**config.mk**
```make
export PLATFORM = sky130hd
export DESIGN_NAME = calendar_date_counter_unit_flat
export DESIGN_NICKNAME = d
export VERILOG_FILES = /design/src/hdl/caldc_pkg.sv /design/src/hdl/caldc_cmd_if.sv /design/src/hdl/caldc_res_if.sv /design/src/hdl/caldc_step.sv /design/src/hdl/calendar_date_counter_unit.sv /design/src/flat_wrapper.sv
export SDC_FILE = /design/constraint.sdc
export NUM_CORES = 1
export LEC_CHECK = 0
export BUFFER_PORTS_ARGS = -buffer_cell sky130_fd_sc_hd__buf_2
export CORE_ASPECT_RATIO = 0.7
export CORE_UTILIZATION = 62
export CTS_BUF_LIST = sky130_fd_sc_hd__clkbuf_8
export DETAILED_ROUTE_END_ITERATION = 8
export MAX_ROUTING_LAYER = met4
export PLACE_DENSITY = 0.81
export SLEW_MARGIN = 10
export SYNTH_ARGS = -nofsm -noshare
export SYNTH_HDL_FRONTEND = slang
export SYNTH_HIERARCHICAL = 1
export SYNTH_SLANG_ARGS = --single-unit
```
**constraint.sdc**
```tcl
create_clock -name clk -period 5.7 [get_ports clk]
set_input_delay 0.855 -clock clk [delete_from_list [all_inputs] [get_ports clk]]
set_output_delay 0.855 -clock clk [all_outputs]
set_load 0.1 [all_outputs]
```
**src/hdl/caldc_pkg.sv**
```systemverilog
// ----------------------------------------------------------------------------
// Calendar date counter package
// Shared types, action codes, calendar constants and month-length helpers.
// ----------------------------------------------------------------------------
package caldc_pkg;

	// Command codes carried in the action field.
	localparam logic [2:0] ACT_SET  = 3'd0;
	localparam logic [2:0] ACT_NEXT = 3'd1;
	localparam logic [2:0] ACT_PREV = 3'd2;
	localparam logic [2:0] ACT_ADD  = 3'd3;
	localparam logic [2:0] ACT_SUB  = 3'd4;

	// Calendar limits.
	localparam logic [15:0] YEAR_MIN   = 16'd1900;
	localparam logic [15:0] YEAR_MAX   = 16'hFFFF;
	localparam logic [15:0] YEAR_CYCLE = 16'd400;
	localparam logic [8:0]  CYC_LAST   = 9'd399;
	localparam logic [8:0]  CYC_RESET  = 9'd300;
	localparam logic [4:0]  DAY_LAST   = 5'd31;
	localparam logic [3:0]  MON_JAN    = 4'd1;
	localparam logic [3:0]  MON_FEB    = 4'd2;
	localparam logic [3:0]  MON_DEC    = 4'd12;

	// A date plus the year's position within the 400-year Gregorian cycle.
	typedef struct packed {
		logic [4:0]  day;
		logic [3:0]  month;
		logic [15:0] year;
		logic [8:0]  ycyc;
	} date_t;

	// Leap year from the year's position in the 400-year cycle.
	function automatic logic is_leap(input logic [8:0] ycyc);
		return (ycyc[1:0] == 2'b00) && (ycyc != 9'd100) && (ycyc != 9'd200)
			&& (ycyc != 9'd300);
	endfunction

	// Number of days in a month; months outside 1..12 read as 31.
	function automatic logic [4:0] month_len(input logic [3:0] month, input logic leap);
		logic [4:0] len;
		case (month)
			4'd2:                      len = leap ? 5'd29 : 5'd28;
			4'd4, 4'd6, 4'd9, 4'd11:   len = 5'd30;
			default:                   len = 5'd31;
		endcase
		return len;
	endfunction

endpackage

```
**src/hdl/caldc_cmd_if.sv**
```systemverilog
// ----------------------------------------------------------------------------
// Calendar date counter command channel
// Valid/ready channel that carries one command beat.
// ----------------------------------------------------------------------------
interface caldc_cmd_if;
	logic        valid;
	logic        ready;
	logic [2:0]  action;
	logic [4:0]  new_day;
	logic [3:0]  new_month;
	logic [15:0] new_year;
	logic [15:0] day_count;

	modport source(output valid, action, new_day, new_month, new_year, day_count,
		input ready);
	modport sink(input valid, action, new_day, new_month, new_year, day_count,
		output ready);
endinterface

```
**src/hdl/caldc_res_if.sv**
```systemverilog
// ----------------------------------------------------------------------------
// Calendar date counter result channel
// Valid/ready channel that carries one result beat.
// ----------------------------------------------------------------------------
interface caldc_res_if;
	logic        valid;
	logic        ready;
	logic [4:0]  out_day;
	logic [3:0]  out_month;
	logic [15:0] out_year;
	logic        ok;

	modport source(output valid, out_day, out_month, out_year, ok, input ready);
	modport sink(input valid, out_day, out_month, out_year, ok, output ready);
endinterface

```
**src/hdl/caldc_step.sv**
```systemverilog
// ----------------------------------------------------------------------------
// Calendar date counter day stepper
// Moves a date one day forward or back and flags the calendar limit.
// ----------------------------------------------------------------------------
module caldc_step (
	input  caldc_pkg::date_t cur,
	input  logic             back,
	output caldc_pkg::date_t nxt,
	output logic             at_limit
);

	logic [4:0] len_cur;
	logic [4:0] len_prev;
	logic [3:0] mon_prev;
	logic       leap_cur;

	// Month lengths needed for both directions.
	assign leap_cur = caldc_pkg::is_leap(cur.ycyc);
	assign mon_prev = cur.month - 4'd1;
	assign len_cur  = caldc_pkg::month_len(cur.month, leap_cur);
	assign len_prev = caldc_pkg::month_len(mon_prev, leap_cur);

	// Limit detection: ceiling going forward, floor going back.
	always_comb begin
		if (back) begin
			at_limit = (cur.year <= caldc_pkg::YEAR_MIN) && (cur.month == caldc_pkg::MON_JAN)
				&& (cur.day <= 5'd1);
		end else begin
			at_limit = (cur.year == caldc_pkg::YEAR_MAX) && (cur.month == caldc_pkg::MON_DEC)
				&& (cur.day >= caldc_pkg::DAY_LAST);
		end
	end

	// One day of movement with month and year roll.
	always_comb begin
		nxt = cur;
		if (back) begin
			if (cur.day > 5'd1) begin
				nxt.day = cur.day - 5'd1;
			end else if (cur.month > caldc_pkg::MON_JAN) begin
				nxt.month = mon_prev;
				nxt.day   = len_prev;
			end else begin
				nxt.month = caldc_pkg::MON_DEC;
				nxt.day   = caldc_pkg::DAY_LAST;
				nxt.year  = cur.year - 16'd1;
				nxt.ycyc  = (cur.ycyc == 9'd0) ? caldc_pkg::CYC_LAST : cur.ycyc - 9'd1;
			end
		end else begin
			if (cur.day < len_cur) begin
				nxt.day = cur.day + 5'd1;
			end else if (cur.month < caldc_pkg::MON_DEC) begin
				nxt.day   = 5'd1;
				nxt.month = cur.month + 4'd1;
			end else begin
				nxt.day   = 5'd1;
				nxt.month = caldc_pkg::MON_JAN;
				nxt.year  = cur.year + 16'd1;
				nxt.ycyc  = (cur.ycyc == caldc_pkg::CYC_LAST) ? 9'd0 : cur.ycyc + 9'd1;
			end
		end
	end

endmodule

```
**src/hdl/calendar_date_counter_unit.sv**
```systemverilog
// ----------------------------------------------------------------------------
// Calendar date counter unit
// Holds a Gregorian date from 1900-01-01 and executes one command per beat.
// ----------------------------------------------------------------------------
// The unit takes one command at a time; cmd.ready is high only while it is
// idle. A set command first reduces the year modulo 400 for the leap rule,
// then validates the date and then loads the result register. Next-day,
// previous-day and a preview add or subtract of n days (which stops early if
// it hits the calendar limit first) all run the working date through one
// shared day stepper, which advances it by one day per cycle. A finished
// result waits in the output register, and the unit takes the next command
// once it has loaded its result into that register.
module calendar_date_counter_unit #(
	parameter int COUNT_BITS = 16
) (
	input logic        clk,
	input logic        arst_n,
	caldc_cmd_if.sink  cmd,
	caldc_res_if.source res
);

	localparam int CNT_W = (COUNT_BITS < 16) ? COUNT_BITS : 16;

	localparam logic [2:0] ST_IDLE = 3'd0;
	localparam logic [2:0] ST_MOD  = 3'd1;
	localparam logic [2:0] ST_CHK  = 3'd2;
	localparam logic [2:0] ST_RUN  = 3'd3;
	localparam logic [2:0] ST_FIN  = 3'd4;

	logic [2:0]        state_q;
	caldc_pkg::date_t  cur_q;
	caldc_pkg::date_t  wrk_q;
	logic              ok_q;
	logic              commit_q;
	logic              back_q;
	logic [CNT_W-1:0]  cnt_q;
	logic [15:0]       rem_q;
	logic [2:0]        k_q;
	logic              res_valid_q;
	caldc_pkg::date_t  res_q;
	logic              res_ok_q;

	caldc_pkg::date_t  step_nxt;
	logic              step_lim;
	logic [15:0]       sub_val;
	logic              set_valid;
	logic              out_free;
	logic              accept;

	assign accept   = cmd.valid && cmd.ready;
	assign out_free = !res_valid_q || res.ready;
	assign sub_val  = caldc_pkg::YEAR_CYCLE << k_q;

	// Shared day stepper, used by next, previous and both previews.
	caldc_step u_step (
		.cur      (wrk_q),
		.back     (back_q),
		.nxt      (step_nxt),
		.at_limit (step_lim)
	);

	// Date check for a set, once the year has been reduced modulo 400.
	always_comb begin
		set_valid = (wrk_q.year >= caldc_pkg::YEAR_MIN) && (wrk_q.month >= caldc_pkg::MON_JAN)
			&& (wrk_q.month <= caldc_pkg::MON_DEC) && (wrk_q.day >= 5'd1)
			&& (wrk_q.day <= caldc_pkg::month_len(wrk_q.month,
				caldc_pkg::is_leap(rem_q[8:0])));
	end

	// Sequencer state and the stored date.
	always_ff @(posedge clk or negedge arst_n) begin
		if (!arst_n) begin
			state_q <= ST_IDLE;
			cur_q   <= '{day: 5'd1, month: caldc_pkg::MON_JAN, year: caldc_pkg::YEAR_MIN,
				ycyc: caldc_pkg::CYC_RESET};
		end else begin
			case (state_q)
				ST_IDLE: begin
					if (accept) begin
						case (cmd.action)
							caldc_pkg::ACT_SET:  state_q <= ST_MOD;
							caldc_pkg::ACT_NEXT,
							caldc_pkg::ACT_PREV,
							caldc_pkg::ACT_ADD,
							caldc_pkg::ACT_SUB:  state_q <= ST_RUN;
							default:             state_q <= ST_FIN;
						endcase
					end
				end
				ST_MOD: begin
					if (k_q == 3'd0) begin
						state_q <= ST_CHK;
					end
				end
				ST_CHK: begin
					state_q <= ST_FIN;
				end
				ST_RUN: begin
					if (cnt_q == '0 || step_lim) begin
						state_q <= ST_FIN;
					end
				end
				ST_FIN: begin
					if (out_free) begin
						state_q <= ST_IDLE;
						if (commit_q) begin
							cur_q <= wrk_q;
						end
					end
				end
				default: state_q <= ST_IDLE;
			endcase
		end
	end

	// Working date, day counter and year reduction.
	always_ff @(posedge clk) begin
		case (state_q)
			ST_IDLE: begin
				if (accept) begin
					back_q <= (cmd.action == caldc_pkg::ACT_PREV)
						|| (cmd.action == caldc_pkg::ACT_SUB);
					rem_q  <= cmd.new_year;
					k_q    <= 3'd7;
					case (cmd.action)
						caldc_pkg::ACT_SET: begin
							wrk_q    <= '{day: cmd.new_day, month: cmd.new_month,
								year: cmd.new_year, ycyc: cur_q.ycyc};
							ok_q     <= 1'b1;
							commit_q <= 1'b0;
							cnt_q    <= cmd.day_count[CNT_W-1:0];
						end
						caldc_pkg::ACT_NEXT,
						caldc_pkg::ACT_PREV: begin
							wrk_q    <= cur_q;
							ok_q     <= 1'b1;
							commit_q <= 1'b1;
							cnt_q    <= CNT_W'(1);
						end
						caldc_pkg::ACT_ADD,
						caldc_pkg::ACT_SUB: begin
							wrk_q    <= cur_q;
							ok_q     <= 1'b1;
							commit_q <= 1'b0;
							cnt_q    <= cmd.day_count[CNT_W-1:0];
						end
						default: begin
							wrk_q    <= cur_q;
							ok_q     <= 1'b0;
							commit_q <= 1'b0;
							cnt_q    <= cmd.day_count[CNT_W-1:0];
						end
					endcase
				end
			end
			ST_MOD: begin
				// Restoring reduction by 400 * 2^k, one step per cycle.
				if (rem_q >= sub_val) begin
					rem_q <= rem_q - sub_val;
				end
				k_q <= k_q - 3'd1;
			end
			ST_CHK: begin
				if (set_valid) begin
					wrk_q.ycyc <= rem_q[8:0];
					commit_q   <= 1'b1;
				end else begin
					wrk_q <= cur_q;
					ok_q  <= 1'b0;
				end
			end
			ST_RUN: begin
				if (cnt_q != '0) begin
					if (step_lim) begin
						if (!back_q) begin
							ok_q <= 1'b0;
						end
					end else begin
						wrk_q <= step_nxt;
						cnt_q <= cnt_q - CNT_W'(1);
					end
				end
			end
			default: begin
			end
		endcase
	end

	// Result register and its valid flag.
	always_ff @(posedge clk or negedge arst_n) begin
		if (!arst_n) begin
			res_valid_q <= 1'b0;
		end else if (state_q == ST_FIN && out_free) begin
			res_valid_q <= 1'b1;
		end else if (res.ready) begin
			res_valid_q <= 1'b0;
		end
	end

	always_ff @(posedge clk) begin
		if (state_q == ST_FIN && out_free) begin
			res_q    <= wrk_q;
			res_ok_q <= ok_q;
		end
	end

	assign cmd.ready     = (state_q == ST_IDLE);
	assign res.valid     = res_valid_q;
	assign res.out_day   = res_q.day;
	assign res.out_month = res_q.month;
	assign res.out_year  = res_q.year;
	assign res.ok        = res_ok_q;

	// The stored date is always a valid calendar date.
	a_cur_valid: assert property (@(posedge clk) disable iff (!arst_n)
		(cur_q.month >= caldc_pkg::MON_JAN) && (cur_q.month <= caldc_pkg::MON_DEC)
		&& (cur_q.day >= 5'd1) && (cur_q.year >= caldc_pkg::YEAR_MIN)
		&& (cur_q.day <= caldc_pkg::month_len(cur_q.month, caldc_pkg::is_leap(cur_q.ycyc))))
		else $error("stored date is not a valid calendar date");

	// A result beat only appears after the finish step.
	a_res_from_fin: assert property (@(posedge clk) disable iff (!arst_n)
		$rose(res_valid_q) |-> $past(state_q == ST_FIN))
		else $error("result raised outside the finish step");

	// Previews never disturb the stored date.
	a_preview_keeps: assert property (@(posedge clk) disable iff (!arst_n)
		(state_q == ST_RUN && !commit_q) |=> $stable(cur_q))
		else $error("stored date changed during a preview");

	// The working date never walks below the floor year.
	a_run_floor: assert property (@(posedge clk) disable iff (!arst_n)
		(state_q == ST_RUN) |-> (wrk_q.year >= caldc_pkg::YEAR_MIN))
		else $error("working date went below the floor year");

endmodule
```
**src/flat_wrapper.sv**
```systemverilog
// flat-port wrapper written by rule: the top's interface ports become plain ports
module calendar_date_counter_unit_flat 
#(
	parameter int COUNT_BITS = 16
)
  (clk, arst_n, cmd_valid, cmd_action, cmd_new_day, cmd_new_month, cmd_new_year, cmd_day_count, cmd_ready, res_valid, res_out_day, res_out_month, res_out_year, res_ok, res_ready);
  caldc_cmd_if cmd_i ();
  caldc_res_if res_i ();
  input logic clk;
  input logic arst_n;
  input wire logic [$bits(cmd_i.valid)-1:0] cmd_valid;
  input wire logic [$bits(cmd_i.action)-1:0] cmd_action;
  input wire logic [$bits(cmd_i.new_day)-1:0] cmd_new_day;
  input wire logic [$bits(cmd_i.new_month)-1:0] cmd_new_month;
  input wire logic [$bits(cmd_i.new_year)-1:0] cmd_new_year;
  input wire logic [$bits(cmd_i.day_count)-1:0] cmd_day_count;
  output wire logic [$bits(cmd_i.ready)-1:0] cmd_ready;
  output wire logic [$bits(res_i.valid)-1:0] res_valid;
  output wire logic [$bits(res_i.out_day)-1:0] res_out_day;
  output wire logic [$bits(res_i.out_month)-1:0] res_out_month;
  output wire logic [$bits(res_i.out_year)-1:0] res_out_year;
  output wire logic [$bits(res_i.ok)-1:0] res_ok;
  input wire logic [$bits(res_i.ready)-1:0] res_ready;
  assign cmd_i.valid = cmd_valid;
  assign cmd_i.action = cmd_action;
  assign cmd_i.new_day = cmd_new_day;
  assign cmd_i.new_month = cmd_new_month;
  assign cmd_i.new_year = cmd_new_year;
  assign cmd_i.day_count = cmd_day_count;
  assign cmd_ready = cmd_i.ready;
  assign res_valid = res_i.valid;
  assign res_out_day = res_i.out_day;
  assign res_out_month = res_i.out_month;
  assign res_out_year = res_i.out_year;
  assign res_ok = res_i.ok;
  assign res_i.ready = res_ready;
  calendar_date_counter_unit #(.COUNT_BITS(COUNT_BITS)) u_core (.clk(clk), .arst_n(arst_n), .cmd(cmd_i), .res(res_i));
endmodule
```
==> flow_metrics.tcl <==
set metrics [dict create \
    path_common_cell "ha_1" \
    wl_per_cell_um 19.3 \
    synth_top_family_by_area "simple AND/OR/NAND/NOR gates" \
    ys_ff_latch 136 \
    yosysWarnings 6 \
    synth_cell_type_count 80 \
    grt.overflow.total 0 \
    netlist_area_um2 8710 \
    clock_sinks 136 \
    met2_usage_pct 45.8 \
    status "finished clean" \
    crit_path_max_fanout 23 \
    finalSetupTns_ps 0 \
    vias_per_cell 6.51 \
    yosys-mux-area-fraction_pct 5.57 \
    grt_pass1_wl_um 35600 \
    p_sw_share_pct 46.2 \
    end_kind "register" \
    drive_gt1_share_pct 19.0 \
    synth-async-reset-ratio_pct 27.9 \
    postCtsSetupBuffers 0 \
    clockRootBuffer "clkbuf_8" \
    busiest_layer "met1" \
    dieArea_um2 14500 \
    placed_cell_area_um2 9190 \
    slowest_stage "a41oi_4" \
    finalCriticalPeriod_ps 3700 \
    power.leakage_nw 3.71 \
    timing.final.crit_share_pct 64.9 \
    cts_made_buffers 17 \
    grt_max_degree 52 \
    final_cell_mix "nor2_1 (112), edfxtp_1 (98), nand2_1 (90)" \
    seq_area_frac_synth_pct 44.9 \
    power_frac_seq_pct 39.0 \
    netlist_instances 890 \
    tightest_slew_ps 1050 \
    critPathArrivalTime_ps 3900 \
    hold_viol_final 0 \
    grt_use_total_pct 33.5 \
    layout_commonest_cell "nor2_1" \
    cts_buffer_depth 2 \
    yosys.area_share.adder_pct 5.17 \
    ant_nets 0 \
    nNetsFinal 1033 \
    worstSetupStartpointType "register" \
    rows 35 \
    crit_family "compound AO/OA/AOI/OAI gates" \
    gr-usage-met3_pct 6.81 \
    htree_levels 4 \
    holdWs_ps 491 \
    synth_xor_area_share_pct 4.12 \
    n_antenna_cell 0 \
    synthSimpleGateAreaFrac_pct 20.1 \
    insertion_delay_ps 450 \
    die-height_um 101 \
    fp.dieW_um 144 \
    setup-violations-final 0 \
    cts.clk_slew.worst_paths_ps 80 \
    critPathRequiredTime_ps 5900 \
    grt_pass1_vias 6783 \
    dr_total_vias 7462 \
    drt_iter0_drc 794 \
    combPwrFrac_pct 46.4 \
    ir_worst_vdd_mv 0.348 \
    worstSetupPathType "register to register" \
    cts_resized 0 \
    ys.flop_type "edfxtp_1" \
    antenna_found_initial 0 \
    max_stage_delay_ps 730 \
    crit_buf_inv 1 \
    hold_path.class "register to register" \
    internal_power_mw 3.18 \
    io_buffers 75 \
    initial_core_util_pct 64.8 \
    p_clk_share_pct 14.6 \
    drcViolationCount 0 \
    rsz0062_at_grt "false" \
    finalPower_mw 5.91 \
    report.final.slew_viol_count 0 \
    wirelength_um 22200 \
    core_um2 13400 \
    fin_area_um2 9610 \
    netSwitchingPower_mw 2.73 \
    p_per_area_nw_per_um2 615 \
    fmax_mhz 270 \
    syn_area_per_cell_um2 9.78 \
    ios 76 \
    place.gp.congestion 0.967 \
    maxSlewHeadroom_pct 29.8 \
    synth_edf_count 98 \
    finClkSkew_ps 17.6 \
    cts_hold_buf 0 \
    synth_compound_area_share_pct 16.3 \
    cts_tree "done" \
    max_cap_violations 0 \
    dp_hpwl_um 15200 \
    met1_usage_pct 48.8 \
    synth_nets 974 \
    synthToLayoutAreaGrowth_pct 10.3 \
    drt_first_pass_iters 5 \
    crit_chain "inv_1 > ha_1 > and2_1 > ha_1 > or2_1 > o221a_2 > a41oi_4 > o31ai_1 > xor2_1 > o22ai_1 > nor2_1" \
]
-- sequential cells by signal, summed over array words and instances, names as in the netlist, 3 cells and up --
| signal | cells |
|---|---|
| u_core/cur_q | 34 |
| u_core/wrk_q | 34 |
| u_core/cnt_q | 16 |
| u_core/rem_q | 16 |
| u_core/res.out_year | 16 |
| u_core/res.out_day | 5 |
| u_core/res.out_month | 4 |
| u_core/k_q | 3 |
| u_core/state_q | 3 |
-- tightest hold or removal path, delay by kind of cell (launching register included) --
family           cells  cell delay, ps
AND/OR/NAND/NOR      1              40
AO/OA/AOI/OAI        1              70
flip-flops           1             380
-- power groups by stage --
stage / clock, mW / combinational (mW) / sequential (mW)
2_1_floorplan: 0 / 2.03 / 2.25
3_3_place_gp: 0 / 2.61 / 2.28
3_5_place_dp: 0 / 2.68 / 2.29
4_1_cts: 0.877 / 2.70 / 2.28
5_1_grt: 0.921 / 3.01 / 2.37
6_report: 0.862 / 2.74 / 2.30
-- layout make-up --
type	count	area (um^2)
Clock buffer	17	234
Inverter	33	124
Tap cell	185	231
Fill cell	1057	3840
Timing Repair Buffer	85	450
Clock inverter	15	188
Multi-Input combinational cell	676	4470
Sequential cell	136	3910
-- per-layer routing --
layer	vias to the layer above	part of all wire (%)
met2	428	42
met4	0	2.6
met1	3547	45
met5	-	0
met3	43	10
li1	3444	-
-- cells in the mapped netlist, types with 4 or more instances --
library cell | count | area (um^2)
mux2i_1 | 8 | 80.1
a21oi_1 | 24 | 120
xnor2_1 | 22 | 193
clkbuf_1 | 29 | 109
nand4_1 | 10 | 62.6
xor2_1 | 19 | 166
nor4b_1 | 8 | 70.1
dfstp_2 | 13 | 342
and3_1 | 11 | 68.8
inv_1 | 33 | 124
a31oi_1 | 9 | 56.3
o21ai_1 | 5 | 25.0
o22ai_1 | 31 | 194
o211ai_1 | 14 | 105
or3_1 | 14 | 87.6
nand2b_1 | 11 | 68.8
nor3_1 | 24 | 120
ha_1 | 36 | 450
or4_1 | 5 | 37.5
nor4_1 | 7 | 43.8
buf_2 | 10 | 50.1
edfxtp_1 | 98 | 2940
nor3b_1 | 6 | 45.0
o32ai_1 | 4 | 35.0
nand2_1 | 90 | 338
o311ai_0 | 10 | 87.6
mux2_2 | 34 | 383
nand3_1 | 22 | 110
nor2_1 | 112 | 420
o31ai_1 | 5 | 37.5
nor2b_1 | 4 | 25.0
o21a_1 | 8 | 60.1
dfrtp_1 | 25 | 626
a211oi_1 | 7 | 52.6
a311oi_1 | 4 | 35.0
and2_1 | 10 | 62.6
o21ai_0 | 40 | 200
-- per-stage QoR --
stage	cells	util [%]	setup slack (ps)
floorplan	890	-	1580
CTS	1147	71.5	2050
finish	1147	71.5	2000
detailed placement	1115	68.3	2090
global placement	1115	68.3	2190
global route	1147	71.5	1740
-- cell families after synthesis --
group	after synthesis
XOR/XNOR	41
AO/OA/AOI/OAI	200
AND/OR/NAND/NOR	356
buffers and inverters	78
flip-flops	136
multiplexers	43
adder cells (fa/ha/maj)	36
-- path summary, 6_finish.rpt --
kind	start	endpoint	slack, ps	depth (start not counted)
worst max-delay path	u_core/wrk_q[25]$_DFFE_PP_	u_core/wrk_q[21]$_DFFE_PP_	2000	11
worst min-delay path	u_core/cur_q[29]$_DFFE_PN1P_	u_core/cur_q[29]$_DFFE_PN1P_	490	2
worst max register to register	u_core/wrk_q[25]$_DFFE_PP_	u_core/wrk_q[21]$_DFFE_PP_	2000	11
worst min register to register	u_core/cur_q[29]$_DFFE_PN1P_	u_core/cur_q[29]$_DFFE_PN1P_	490	2
max in group asynchronous	arst_n	u_core/cur_q[0]$_DFFE_PN0P_	4500	1
min in group asynchronous	arst_n	u_core/cur_q[30]$_DFFE_PN0P_	580	1
(Power assumes the default switching activity.)
